===== config.mk =====
export PLATFORM = sky130hd
export DESIGN_NAME = csv_field_tokenizer_unit
export DESIGN_NICKNAME = d
export VERILOG_FILES = /design/src/sv/cft_pkg.sv /design/src/sv/cft_ram.sv /design/src/sv/cft_queue.sv /design/src/sv/cft_front.sv /design/src/sv/cft_back.sv /design/src/sv/csv_field_tokenizer_unit.sv
export SDC_FILE = /design/constraint.sdc
export NUM_CORES = 1
export LEC_CHECK = 0
export ABC_AREA = 1
export BUFFER_PORTS_ARGS = -buffer_cell sky130_fd_sc_hd__buf_2
export CORE_UTILIZATION = 29
export DETAILED_ROUTE_END_ITERATION = 10
export GPL_TIMING_DRIVEN = 0
export PLACE_DENSITY = 0.43
export SKIP_LAST_GASP = 1
export SLEW_MARGIN = 30
export SYNTH_ARGS = -nofsm -noshare
export SYNTH_HDL_FRONTEND = slang
export SYNTH_SLANG_ARGS = --single-unit
export TNS_END_PERCENT = 30

===== constraint.sdc =====
create_clock -name i_clk -period 9.5 [get_ports i_clk]
set_input_delay 1.425 -clock i_clk [delete_from_list [all_inputs] [get_ports i_clk]]
set_output_delay 1.425 -clock i_clk [all_outputs]
set_load 0.1 [all_outputs]

===== src/sv/cft_pkg.sv =====
// ----------------------------------------------------------------------------
// cft_pkg
// Shared types, codes and the whitespace classifier of the csv field tokenizer.
// ----------------------------------------------------------------------------
package cft_pkg;

    localparam int PENDING_DEPTH_DEF = 32;

    localparam logic [15:0] CH_QUOTE = 16'h0022;
    localparam logic [15:0] CH_COMMA = 16'h002C;

    localparam logic [1:0] KIND_CHAR  = 2'd0;
    localparam logic [1:0] KIND_FIELD = 2'd1;
    localparam logic [1:0] KIND_LINE  = 2'd2;
    localparam logic [1:0] KIND_ERROR = 2'd3;

    localparam logic [1:0] ERR_AFTER_QUOTE = 2'd0;
    localparam logic [1:0] ERR_BARE_QUOTE  = 2'd1;
    localparam logic [1:0] ERR_OPEN_QUOTE  = 2'd2;
    localparam logic [1:0] ERR_WS_OVERFLOW = 2'd3;

    localparam logic CMD_CHAR = 1'b0;
    localparam logic CMD_EOL  = 1'b1;

    // flushes in flight between front and back, at most queue depth plus one
    localparam int FL_W = 2;

    typedef struct packed {
        logic [1:0]  kind;
        logic [15:0] ch;
        logic [1:0]  err;
    } t_res;

    typedef struct packed {
        logic flush_done;
    } t_bk_status;

    function automatic logic is_ws(input logic [15:0] c);
        logic r;
        r = (c == 16'h0020) || (c >= 16'h0009 && c <= 16'h000D)
            || (c == 16'h0085) || (c == 16'h00A0) || (c == 16'h1680)
            || (c >= 16'h2000 && c <= 16'h200A)
            || (c == 16'h2028) || (c == 16'h2029) || (c == 16'h202F)
            || (c == 16'h205F) || (c == 16'h3000);
        return r;
    endfunction

endpackage


===== src/sv/cft_ram.sv =====
// ----------------------------------------------------------------------------
// cft_ram
// Generic single write port, single read port RAM with registered read data.
// ----------------------------------------------------------------------------
module cft_ram #(
    parameter int WIDTH = 16,
    parameter int DEPTH = 32,
    localparam int AW = (DEPTH > 1) ? $clog2(DEPTH) : 1
) (
    input  logic             i_clk,
    input  logic             i_we,
    input  logic [AW-1:0]    i_waddr,
    input  logic [WIDTH-1:0] i_wdata,
    input  logic             i_re,
    input  logic [AW-1:0]    i_raddr,
    output logic [WIDTH-1:0] o_rdata
);

    logic [WIDTH-1:0] r_mem [DEPTH];
    logic [WIDTH-1:0] r_rdata;

    always_ff @(posedge i_clk) begin
        if (i_we) begin
            r_mem[i_waddr] <= i_wdata;
        end
        if (i_re) begin
            r_rdata <= r_mem[i_raddr];
        end
    end

    assign o_rdata = r_rdata;

endmodule


===== src/sv/cft_queue.sv =====
// ----------------------------------------------------------------------------
// cft_queue
// Two-entry queue of decoded commands between the front and the back.
// ----------------------------------------------------------------------------
module cft_queue #(
    parameter int WIDTH = 20
) (
    input  logic             i_clk,
    input  logic             i_rst_n,
    input  logic             i_push,
    input  logic [WIDTH-1:0] i_data,
    input  logic             i_pop,
    output logic [WIDTH-1:0] o_data,
    output logic             o_full,
    output logic             o_empty
);

    logic [WIDTH-1:0] r_slot [2];
    logic             r_wp;
    logic             r_rp;
    logic [1:0]       r_cnt;

    assign o_data  = r_slot[r_rp];
    assign o_full  = (r_cnt == 2'd2);
    assign o_empty = (r_cnt == 2'd0);

    always_ff @(posedge i_clk) begin
        if (!i_rst_n) begin
            r_wp  <= 1'b0;
            r_rp  <= 1'b0;
            r_cnt <= 2'd0;
        end else begin
            if (i_push) begin
                r_slot[r_wp] <= i_data;
                r_wp         <= ~r_wp;
            end
            if (i_pop) begin
                r_rp <= ~r_rp;
            end
            r_cnt <= r_cnt + {1'b0, i_push} - {1'b0, i_pop};
        end
    end

endmodule


===== src/sv/cft_front.sv =====
// ----------------------------------------------------------------------------
// cft_front
// Accepts input items, runs the quote/field parse state and the trailing
// whitespace buffer, and issues one command per result group to the queue.
// ----------------------------------------------------------------------------
module cft_front
    import cft_pkg::*;
#(
    parameter int PENDING_DEPTH = PENDING_DEPTH_DEF,
    localparam int CW = $clog2(PENDING_DEPTH + 1),
    localparam int AW = (PENDING_DEPTH > 1) ? $clog2(PENDING_DEPTH) : 1
) (
    input  logic          i_clk,
    input  logic          i_rst_n,
    input  logic          i_valid,
    output logic          o_stall,
    input  logic          i_command,
    input  logic [15:0]   i_char_in,
    input  logic          i_q_full,
    output logic          o_push,
    output t_res          o_res,
    output logic [CW-1:0] o_fcnt,
    output logic          o_we,
    output logic [AW-1:0] o_waddr,
    output logic [15:0]   o_wdata,
    input  t_bk_status    i_bk
);

    typedef enum logic [2:0] {
        M_START,
        M_QUOTED,
        M_PENDQ,
        M_CLOSED,
        M_SKIP
    } t_mode;

    t_mode         r_mode, n_mode;
    logic          r_raw, n_raw;
    logic          r_ce, n_ce;
    logic [CW-1:0] r_cnt, n_cnt;
    logic [FL_W-1:0] r_fl;

    logic          acc;
    logic          push;
    logic          take;
    logic          we;
    logic          clr;
    logic          ws;
    t_res          res;
    logic [CW-1:0] fcnt;

    assign ws = is_ws(i_char_in);

    always_comb begin
        n_mode = r_mode;
        n_raw  = r_raw;
        n_ce   = r_ce;
        n_cnt  = r_cnt;
        push   = 1'b0;
        take   = 1'b0;
        we     = 1'b0;
        clr    = 1'b0;
        res    = '0;
        fcnt   = '0;

        if (i_command == CMD_EOL) begin
            unique case (r_mode)
                M_START, M_PENDQ, M_CLOSED: begin
                    push     = 1'b1;
                    res.kind = KIND_LINE;
                end
                M_QUOTED: begin
                    push     = 1'b1;
                    res.kind = KIND_ERROR;
                    res.err  = ERR_OPEN_QUOTE;
                end
                default: ;
            endcase
            clr = 1'b1;
        end else begin
            unique case (r_mode)
                M_START: begin
                    if (i_char_in == CH_COMMA) begin
                        push     = 1'b1;
                        res.kind = KIND_FIELD;
                        clr      = 1'b1;
                    end else if (i_char_in == CH_QUOTE) begin
                        if (r_raw) begin
                            push     = 1'b1;
                            res.kind = KIND_ERROR;
                            res.err  = ERR_BARE_QUOTE;
                            n_mode   = M_SKIP;
                        end else begin
                            n_mode = M_QUOTED;
                        end
                    end else begin
                        take = 1'b1;
                    end
                end
                M_QUOTED: begin
                    if (i_char_in == CH_QUOTE) begin
                        n_mode = M_PENDQ;
                    end else begin
                        take = 1'b1;
                    end
                end
                M_PENDQ: begin
                    if (i_char_in == CH_QUOTE) begin
                        n_mode = M_QUOTED;
                        take   = 1'b1;
                    end else if (i_char_in == CH_COMMA) begin
                        push     = 1'b1;
                        res.kind = KIND_FIELD;
                        clr      = 1'b1;
                    end else begin
                        push     = 1'b1;
                        res.kind = KIND_ERROR;
                        res.err  = ERR_AFTER_QUOTE;
                        n_mode   = M_SKIP;
                    end
                end
                M_CLOSED: begin
                    if (i_char_in == CH_COMMA) begin
                        push     = 1'b1;
                        res.kind = KIND_FIELD;
                        clr      = 1'b1;
                    end else begin
                        push     = 1'b1;
                        res.kind = KIND_ERROR;
                        res.err  = ERR_AFTER_QUOTE;
                        n_mode   = M_SKIP;
                    end
                end
                default: ;
            endcase
        end

        if (take) begin
            n_raw = 1'b1;
            if (ws) begin
                if (r_ce) begin
                    if (r_cnt >= CW'(PENDING_DEPTH)) begin
                        push     = 1'b1;
                        res.kind = KIND_ERROR;
                        res.err  = ERR_WS_OVERFLOW;
                        n_mode   = M_SKIP;
                    end else begin
                        we    = 1'b1;
                        n_cnt = r_cnt + CW'(1);
                    end
                end
            end else begin
                push     = 1'b1;
                res.kind = KIND_CHAR;
                res.ch   = i_char_in;
                fcnt     = r_cnt;
                n_cnt    = '0;
                n_ce     = 1'b1;
            end
        end

        if (clr) begin
            n_mode = M_START;
            n_raw  = 1'b0;
            n_ce   = 1'b0;
            n_cnt  = '0;
        end
    end

    // no buffer write while the back may still read held whitespace
    assign o_stall = i_q_full || (we && (r_fl != '0));
    assign acc     = i_valid && !o_stall;

    assign o_push  = acc && push;
    assign o_res   = res;
    assign o_fcnt  = fcnt;
    assign o_we    = acc && we;
    assign o_waddr = r_cnt[AW-1:0];
    assign o_wdata = i_char_in;

    always_ff @(posedge i_clk) begin
        if (!i_rst_n) begin
            r_mode <= M_START;
            r_raw  <= 1'b0;
            r_ce   <= 1'b0;
            r_cnt  <= '0;
            r_fl   <= '0;
        end else begin
            if (acc) begin
                r_mode <= n_mode;
                r_raw  <= n_raw;
                r_ce   <= n_ce;
                r_cnt  <= n_cnt;
            end
            r_fl <= r_fl + FL_W'(o_push && (fcnt != '0)) - FL_W'(i_bk.flush_done);
        end
    end

endmodule


===== src/sv/cft_back.sv =====
// ----------------------------------------------------------------------------
// cft_back
// Pops commands, replays held whitespace from the buffer, then delivers the
// closing result of each command through the output register.
// ----------------------------------------------------------------------------
module cft_back
    import cft_pkg::*;
#(
    parameter int PENDING_DEPTH = PENDING_DEPTH_DEF,
    localparam int CW = $clog2(PENDING_DEPTH + 1),
    localparam int AW = (PENDING_DEPTH > 1) ? $clog2(PENDING_DEPTH) : 1
) (
    input  logic          i_clk,
    input  logic          i_rst_n,
    input  logic          i_q_empty,
    input  t_res          i_q_res,
    input  logic [CW-1:0] i_q_fcnt,
    output logic          o_pop,
    output logic          o_re,
    output logic [AW-1:0] o_raddr,
    input  logic [15:0]   i_rdata,
    output t_bk_status    o_bk,
    output logic          o_valid,
    input  logic          i_stall,
    output logic [1:0]    o_kind,
    output logic [15:0]   o_char_out,
    output logic [1:0]    o_error_code,
    output logic          o_last
);

    logic          r_act;
    logic          r_rd;
    logic [CW-1:0] r_left;
    logic [CW-1:0] r_idx;
    t_res          r_fin;

    logic          r_ov;
    t_res          r_out;
    logic          r_last;

    logic out_free;
    logic ld_ws;
    logic ld_fin;
    logic ld_direct;
    logic issue;

    assign out_free  = !r_ov || !i_stall;
    assign ld_ws     = r_act && r_rd && out_free;
    assign issue     = r_act && (r_left != '0) && (!r_rd || out_free);
    assign ld_fin    = r_act && !r_rd && (r_left == '0) && out_free;
    assign ld_direct = !r_act && !i_q_empty && (i_q_fcnt == '0) && out_free;
    assign o_pop     = !r_act && !i_q_empty && ((i_q_fcnt != '0) || out_free);

    assign o_re            = issue;
    assign o_raddr         = r_idx[AW-1:0];
    assign o_bk.flush_done = ld_fin;

    always_ff @(posedge i_clk) begin
        if (!i_rst_n) begin
            r_act <= 1'b0;
            r_rd  <= 1'b0;
            r_ov  <= 1'b0;
        end else begin
            if (o_pop && (i_q_fcnt != '0)) begin
                r_act  <= 1'b1;
                r_left <= i_q_fcnt;
                r_idx  <= '0;
                r_fin  <= i_q_res;
            end else if (ld_fin) begin
                r_act <= 1'b0;
            end

            if (issue) begin
                r_idx  <= r_idx + CW'(1);
                r_left <= r_left - CW'(1);
                r_rd   <= 1'b1;
            end else if (ld_ws) begin
                r_rd <= 1'b0;
            end

            if (ld_ws) begin
                r_ov       <= 1'b1;
                r_out.kind <= KIND_CHAR;
                r_out.ch   <= i_rdata;
                r_out.err  <= '0;
                r_last     <= 1'b0;
            end else if (ld_fin) begin
                r_ov   <= 1'b1;
                r_out  <= r_fin;
                r_last <= 1'b1;
            end else if (ld_direct) begin
                r_ov   <= 1'b1;
                r_out  <= i_q_res;
                r_last <= 1'b1;
            end else if (out_free) begin
                r_ov <= 1'b0;
            end
        end
    end

    assign o_valid      = r_ov;
    assign o_kind       = r_out.kind;
    assign o_char_out   = r_out.ch;
    assign o_error_code = r_out.err;
    assign o_last       = r_last;

endmodule


===== src/sv/csv_field_tokenizer_unit.sv =====
// ----------------------------------------------------------------------------
// csv_field_tokenizer_unit
// Streaming CSV line tokenizer: trims whitespace from each field, resolves
// quoting and doubled quotes, and emits content, field-end, line-end and
// error items.
// ----------------------------------------------------------------------------
//  channel | direction | handshake          | payload
//  input   | in        | i_valid / o_stall  | i_command, i_char_in
//  result  | out       | o_valid / i_stall  | o_kind, o_char_out, o_error_code, o_last
//
//  one input item per cycle while the input is not stalled (see below); an item that
//  releases n held whitespace units keeps the back end busy: pop, n buffer reads
//  through the registered read port, then the closing result
//  reset is synchronous and clears parse state, queue and output register
//  the input stalls when the command queue is full, or when whitespace must
//  be buffered while earlier held whitespace is still being replayed
// ----------------------------------------------------------------------------
module csv_field_tokenizer_unit
    import cft_pkg::*;
#(
    parameter int PENDING_DEPTH = PENDING_DEPTH_DEF
) (
    input  logic        i_clk,
    input  logic        i_rst_n,
    input  logic        i_valid,
    output logic        o_stall,
    input  logic        i_command,
    input  logic [15:0] i_char_in,
    output logic        o_valid,
    input  logic        i_stall,
    output logic [1:0]  o_kind,
    output logic [15:0] o_char_out,
    output logic [1:0]  o_error_code,
    output logic        o_last
);

    localparam int CW = $clog2(PENDING_DEPTH + 1);
    localparam int AW = (PENDING_DEPTH > 1) ? $clog2(PENDING_DEPTH) : 1;
    localparam int QW = $bits(t_res) + CW;

    logic          q_full;
    logic          q_empty;
    logic          push;
    logic          pop;
    t_res          f_res;
    logic [CW-1:0] f_fcnt;
    logic [QW-1:0] q_out;
    t_res          b_res;
    logic [CW-1:0] b_fcnt;
    logic          we;
    logic [AW-1:0] waddr;
    logic [15:0]   wdata;
    logic          re;
    logic [AW-1:0] raddr;
    logic [15:0]   rdata;
    t_bk_status    bk;

    cft_front #(
        .PENDING_DEPTH(PENDING_DEPTH)
    ) u_front (
        .i_clk     (i_clk),
        .i_rst_n   (i_rst_n),
        .i_valid   (i_valid),
        .o_stall   (o_stall),
        .i_command (i_command),
        .i_char_in (i_char_in),
        .i_q_full  (q_full),
        .o_push    (push),
        .o_res     (f_res),
        .o_fcnt    (f_fcnt),
        .o_we      (we),
        .o_waddr   (waddr),
        .o_wdata   (wdata),
        .i_bk      (bk)
    );

    cft_queue #(
        .WIDTH(QW)
    ) u_queue (
        .i_clk   (i_clk),
        .i_rst_n (i_rst_n),
        .i_push  (push),
        .i_data  ({f_res, f_fcnt}),
        .i_pop   (pop),
        .o_data  (q_out),
        .o_full  (q_full),
        .o_empty (q_empty)
    );

    assign b_res  = q_out[QW-1:CW];
    assign b_fcnt = q_out[CW-1:0];

    cft_ram #(
        .WIDTH(16),
        .DEPTH(PENDING_DEPTH)
    ) u_ram (
        .i_clk   (i_clk),
        .i_we    (we),
        .i_waddr (waddr),
        .i_wdata (wdata),
        .i_re    (re),
        .i_raddr (raddr),
        .o_rdata (rdata)
    );

    cft_back #(
        .PENDING_DEPTH(PENDING_DEPTH)
    ) u_back (
        .i_clk        (i_clk),
        .i_rst_n      (i_rst_n),
        .i_q_empty    (q_empty),
        .i_q_res      (b_res),
        .i_q_fcnt     (b_fcnt),
        .o_pop        (pop),
        .o_re         (re),
        .o_raddr      (raddr),
        .i_rdata      (rdata),
        .o_bk         (bk),
        .o_valid      (o_valid),
        .i_stall      (i_stall),
        .o_kind       (o_kind),
        .o_char_out   (o_char_out),
        .o_error_code (o_error_code),
        .o_last       (o_last)
    );

endmodule

# Yosys cells after proc, flatten, opt, wreduce, memory -nomap -nowiden
# Memory sizes are Yosys's and may differ from the RTL's. A register that Yosys moved wholly into a read port is not among the register bits.
# Cells that the tools add are included.
# classes
n_addsub	7
n_lt_le_gt_ge	5
n_eq_ne	18
mux	94
bitwise_logic	2
reduce_logical	62
# ops
operator	count
$eq 16x14->1 const B	5
$mux 6	11
$mux 20	3
$eq 16x6->1 const B	3
$mux 1	43
$mux 3	12
$mux 2	17
$eq 16x8->1 const B	2
$logic_and 1x1->1	19
$mux 18	1
$reduce_bool 6->1	3
$eq 16x13->1 const B	1
$ge 16x14->1 const B	1
$ge 16x4->1 const B	1
$le 16x14->1 const B	1
$le 16x4->1 const B	1
$mux 16	1
$logic_or 1x1->1	14
$add 6x1->6 const B	2
$logic_not 6->1	2
$pmux 3 s4	1
$reduce_bool 2->1	5
$reduce_and 2->1	4
$eq 3x2->1 const B	2
24 further kinds	33
# totals
ff_bits	73
ram_bits	564
input_bits	21
output_inout_bits	23
word_cells	210
n_memories	2
# memory_table
memory	words	width	read_ports	rd_ports_with_merged_regs	write_ports	line_no	source
u_ram.r_mem	32	16	1	1	1	cft_ram.sv:19	logic [WIDTH-1:0] r_mem [DEPTH];
u_queue.r_slot	2	26	1	1	1	cft_queue.sv:18	logic [WIDTH-1:0] r_slot [2];

# Logic depth before layout (Yosys ltp)
# logic_depth
word_depth	22
ltp_mapped	19
depth_no_buf	19

# Hierarchy
# Synthesis repeated with hierarchy kept, for this count alone.
# hier_totals
hier_cells	2466
area_unflattened_um2	27973.1
# by_module_without_submodules
module	n_inst	cells_each	area_per_inst_um2	seq_area_each_um2
cft_ram	1	1794	21461.8	15855.2
cft_back	1	276	2660.1	1621.6
cft_queue	1	113	2209.6	1661.6
cft_front	1	283	1641.6	260.2

# Worst setup path before layout
# No wires, ideal clock.
# synth_timing
path_type	input to output
start	in i_char_in[8]
end	out o_stall
arrival_ns	3.066
t_required_ns	8.075
setup_slack_ns	5.009
path_stages	11
path_buffers	0
cell_sequence	nor2_1 > nand2_2 > nor2_8 > nand2_4 > nand2_1 > nand2_1 > nand2_2 > nand2_4 > nor2_1 > nand3_2 > nand2_1
# synth_via
elab_chain_len	16
elab_cells_between_ends	36
classes_between	order compare: 4; eq/ne: 11; mux: 7; reduce/logical: 14
# synth_rtl
item	line_no	source
start, declared	csv_field_tokenizer_unit.sv:28	input logic [15:0] i_char_in,
$ge 16x4->1 or $le 16x4->1 (tied branches)	cft_pkg.sv:40	r = (c == 16'h0020) || (c >= 16'h0009 && c <= 16'h000D)
$logic_and 1x1->1	cft_pkg.sv:40	
$logic_or 1x1->1	cft_pkg.sv:40	
$logic_or 1x1->1 (3 in a row)	cft_pkg.sv:41	|| (c == 16'h0085) || (c == 16'h00A0) || (c == 16'h1680)
$logic_or 1x1->1	cft_pkg.sv:42	|| (c >= 16'h2000 && c <= 16'h200A)
$logic_or 1x1->1 (3 in a row)	cft_pkg.sv:43	|| (c == 16'h2028) || (c == 16'h2029) || (c == 16'h202F)
$logic_or 1x1->1 (2 in a row)	cft_pkg.sv:44	|| (c == 16'h205F) || (c == 16'h3000);
$mux 1	cft_front.sv:140	if (ws) begin
$mux 1 *	cft_front.sv:138	if (take) begin
$logic_and 1x1->1 *	cft_front.sv:171	assign o_stall = i_q_full || (we && (r_fl != '0));
$logic_or 1x1->1 *	cft_front.sv:171	
end, declared	csv_field_tokenizer_unit.sv:26	output logic o_stall,
# Mark *: on every way between the ends. The rest lies on a longest branch, timed or not.

# Worst setup path in the final report
# layout_timing
start	in i_char_in[1]
end	out o_stall
# The elaborated chain is that of the path after synthesis.

==> flow_summary.ini <==
[clock_tree]
path_clk_slew_ns = 0.06
cts.sinks = 653
cts_made_buffers = 73
cts.repair.resized = 0
cts_tree = done
cts_max_level = 3
root_buffer = clkbuf_16
cts_buffer_depth = 3
cts_setup_buffers = 0
worst_skew_pair.late_latency_ns = 0.62
hold_buffers = 0

[placed_design]
place_congestion = 0.892
port_buffers = 43
place_hpwl_mm = 57.3
placed_cells = 3378
dpl-instance-area_sq_um = 28800

[worst_setup_path]
r2r-start = u_back.r_idx[0]$_SDFFCE_PN0P_
r2r-end = u_ram.o_rdata[3]$_DFFE_PP_
ff2ff_path_depth = 9
cp-end-kind = output pin
regToRegSetupSlack_ns = 5.83
critical_path_arrival_ns = 3.88
critPathRequiredTime_ns = 8.08
crit_type = in2out
critPathMaxFanout = 36
cp-start-kind = input pin

[final_layout]
n_fill_cell = 8802
area_delta_synth_final_pct = 17.4
layoutNonFillerInstCount = 3510
drive_gt1_frac = 0.103
seqCellArea_sq_um = 19400
layout.nets = 2307
diodes = 0
final_area_sq_um = 31200
fin_util = 0.345
multi_input_comb_area_sq_um = 6570

[timing]
rsz0062_at_grt = false
fmax_mhz = 188
finalSetupViolations = 0
tightestPinTransition_ns = 1.02
fin_tns_setup_ns = 0
slew_headroom = 0.322
finalCritPeriodShare = 0.559
layout_min_cycle_time_ns = 5.31
finalHoldViolCount = 0
finalClockSkew_ns = 0.0200
fin_hold_ws_ns = 0.457
maxSlewViolCount = 0

[drt]
ant_nets = 0
viasPerCell = 5.02
first_iter_violations = 1656
firstDrtPassIters = 5
wl_per_cell_microns = 24.5
vias = 17600
routed_wirelength_mm = 86.1
drc = 0

[worst_hold_path]
hold_path.class = reg2reg
hold_start = u_queue.r_rp$_SDFFE_PN0P_
hold_depth = 1
holdPathEnd = u_queue.r_rp$_SDFFE_PN0P_

[die]
die_h_microns = 305
die-area_sq_um = 92800
io_pins = 44
start_util = 0.294
fp.dieW_microns = 305
core_sq_um = 90400
num_rows = 110

[logic_synthesis]
syn-cell-area_sq_um = 26600
synth_edf_count = 632
avgSynthCellArea_sq_um = 12.4
synth_common_cells = edfxtp_1, nor2_1, o21ai_0
yosysTopAreaCell = edfxtp_1
synth_nets = 2174
synth_most_common_cell = edfxtp_1
yosysSeqAreaShare = 0.730
synthDistinctLibCells = 38
synth-main-ff-cell = edfxtp_1
ys_warn_count = 0
ys_async_sr_fraction = 0
synth.area.top_cells = edfxtp_1, nor2_1, o21ai_0, nand2_1, o22ai_1
ys_ff_latch = 653
synthCells = 2144
synth.top_cell.area_share = 0.714

[power_and_ir_drop]
ir_worst_vdd_mv = 0.156
power.leakage_nw = 10.2
powerDensity_nw_per_um2 = 287

[global_route]
grt_pass1_wl_mm = 124
grt_usage = 0.184
grt_max_degree = 39
overflow = 0
grt_pass1_vias = 17300
antenna_found_initial = 7

[run_status]
status = finished clean

[job]
maxCapViolCount = 0
==> state kept, by name, indices dropped and copies added (netlist names), 3 cells and up, named ones only <==
name / flops
u_back.r_idx: 5
u_ram.r_mem: 512
u_back.o_char_out: 16
u_queue.r_slot: 52
u_front.r_cnt: 6
u_back.r_left: 6
u_back.r_fin: 20
u_ram.o_rdata: 16
u_front.r_mode: 3
==> how the worst max path moves through the flow <==
stage	from	to	cells after the start	slack, ns
final	i_char_in[1]	o_stall	14	4.19
after global routing	i_char_in[1]	o_stall	14	3.97
after CTS	i_char_in[5]	o_stall	14	4.08
after detailed placement	i_char_in[5]	o_stall	14	4.13
after global placement	i_char_in[3]	u_ram.r_mem[15][6]$_DFFE_PP_	15	2.85
after floorplan	i_char_in[8]	o_stall	11	5.01
==> kinds of logic after synthesis <==
| kind of cell | count (synthesis) | synth area share |
|---|---|---|
| compound gates | 498 | 0.107 |
| buf+inv | 226 | 0.0327 |
| xor+xnor | 10 | 0.00330 |
| flops | 653 | 0.730 |
| fa+ha+maj | 9 | 0.00424 |
| mux | 21 | 0.00791 |
| simple gates | 727 | 0.115 |
==> per-layer routing <==
metal / vias to the layer above / GRT usage / part of all wire
met5: - / 0 / 0.00027
met4: 4 / 0.0706 / 0.033
met3: 120 / 0.0336 / 0.065
met2: 576 / 0.284 / 0.45
met1: 8833 / 0.257 / 0.45
li1: 8091 / - / -
==> power breakdown <==
part | total [mW] | internal, mW | switching (mW) | leakage, nW
clock network | 2.84 | 1.69 | 1.15 | 1.15
logic | 2.69 | 0.632 | 2.06 | 3.20
registers | 3.44 | 3.37 | 0.0647 | 5.89
total | 8.96 | 5.69 | 3.27 | 10.2
==> worst max-delay path, cell delays in order <==
cell	delay, ns
buf_2	0.67
inv_2	0.15
nor2_2	0.14
nand2_1	0.10
nor2_4	0.14
nand2_4	0.07
nand2_1	0.06
nand2_1	0.07
nand2_2	0.09
nand2_4	0.12
nor2_1	0.17
nand3_2	0.13
nand2_1	0.08
buf_2	0.42
==> stage by stage <==
step,power (mW),setup WS (ns)
after global routing,9.33,3.97
final,8.96,4.19
after detailed placement,6.18,4.13
after CTS,9.01,4.08
after global placement,6.14,2.85
after floorplan,4.95,5.01
==> cells in the final DEF, fill, tap and decap left out, types with 4 or more instances in the layout <==
| cell type | instances |
|---|---|
| edfxtp_1 | 632 |
| nor2_1 | 368 |
| o21ai_0 | 283 |
| nand2_1 | 202 |
| clkbuf_1 | 123 |
| inv_1 | 93 |
| o22ai_1 | 84 |
| clkbuf_16 | 79 |
| nand3_1 | 63 |
| buf_2 | 46 |
| o221ai_1 | 46 |
| nor2_4 | 41 |
| o21ai_1 | 36 |
| nand4_1 | 26 |
| mux2i_1 | 21 |
| dfxtp_1 | 21 |
| o211ai_1 | 19 |
| clkinv_1 | 19 |
| a21oi_1 | 15 |
| inv_2 | 13 |
| a31oi_1 | 11 |
| ha_1 | 9 |
| buf_16 | 7 |
| nor2_2 | 6 |
| nand2_4 | 6 |
| bufinv_16 | 6 |
| clkinv_2 | 6 |
| nand2_2 | 5 |
| buf_1 | 5 |
| xnor2_1 | 5 |
| xor2_1 | 5 |
| buf_6 | 4 |
| nor3_1 | 4 |
| buf_4 | 4 |
| buf_8 | 4 |
==> final cells by class <==
| class | count | area share |
|---|---|---|
| Buffer | 117 | 0.0146 |
| Tap cell | 1176 | 0.0472 |
| Sequential cell | 653 | 0.622 |
| Timing Repair Buffer | 58 | 0.0166 |
| Clock inverter | 33 | 0.00967 |
| Multi-Input combinational cell | 1265 | 0.210 |
| Clock buffer | 99 | 0.0664 |
| Inverter | 109 | 0.0133 |
No activity file was read; power rests on OpenSTA's default activity.
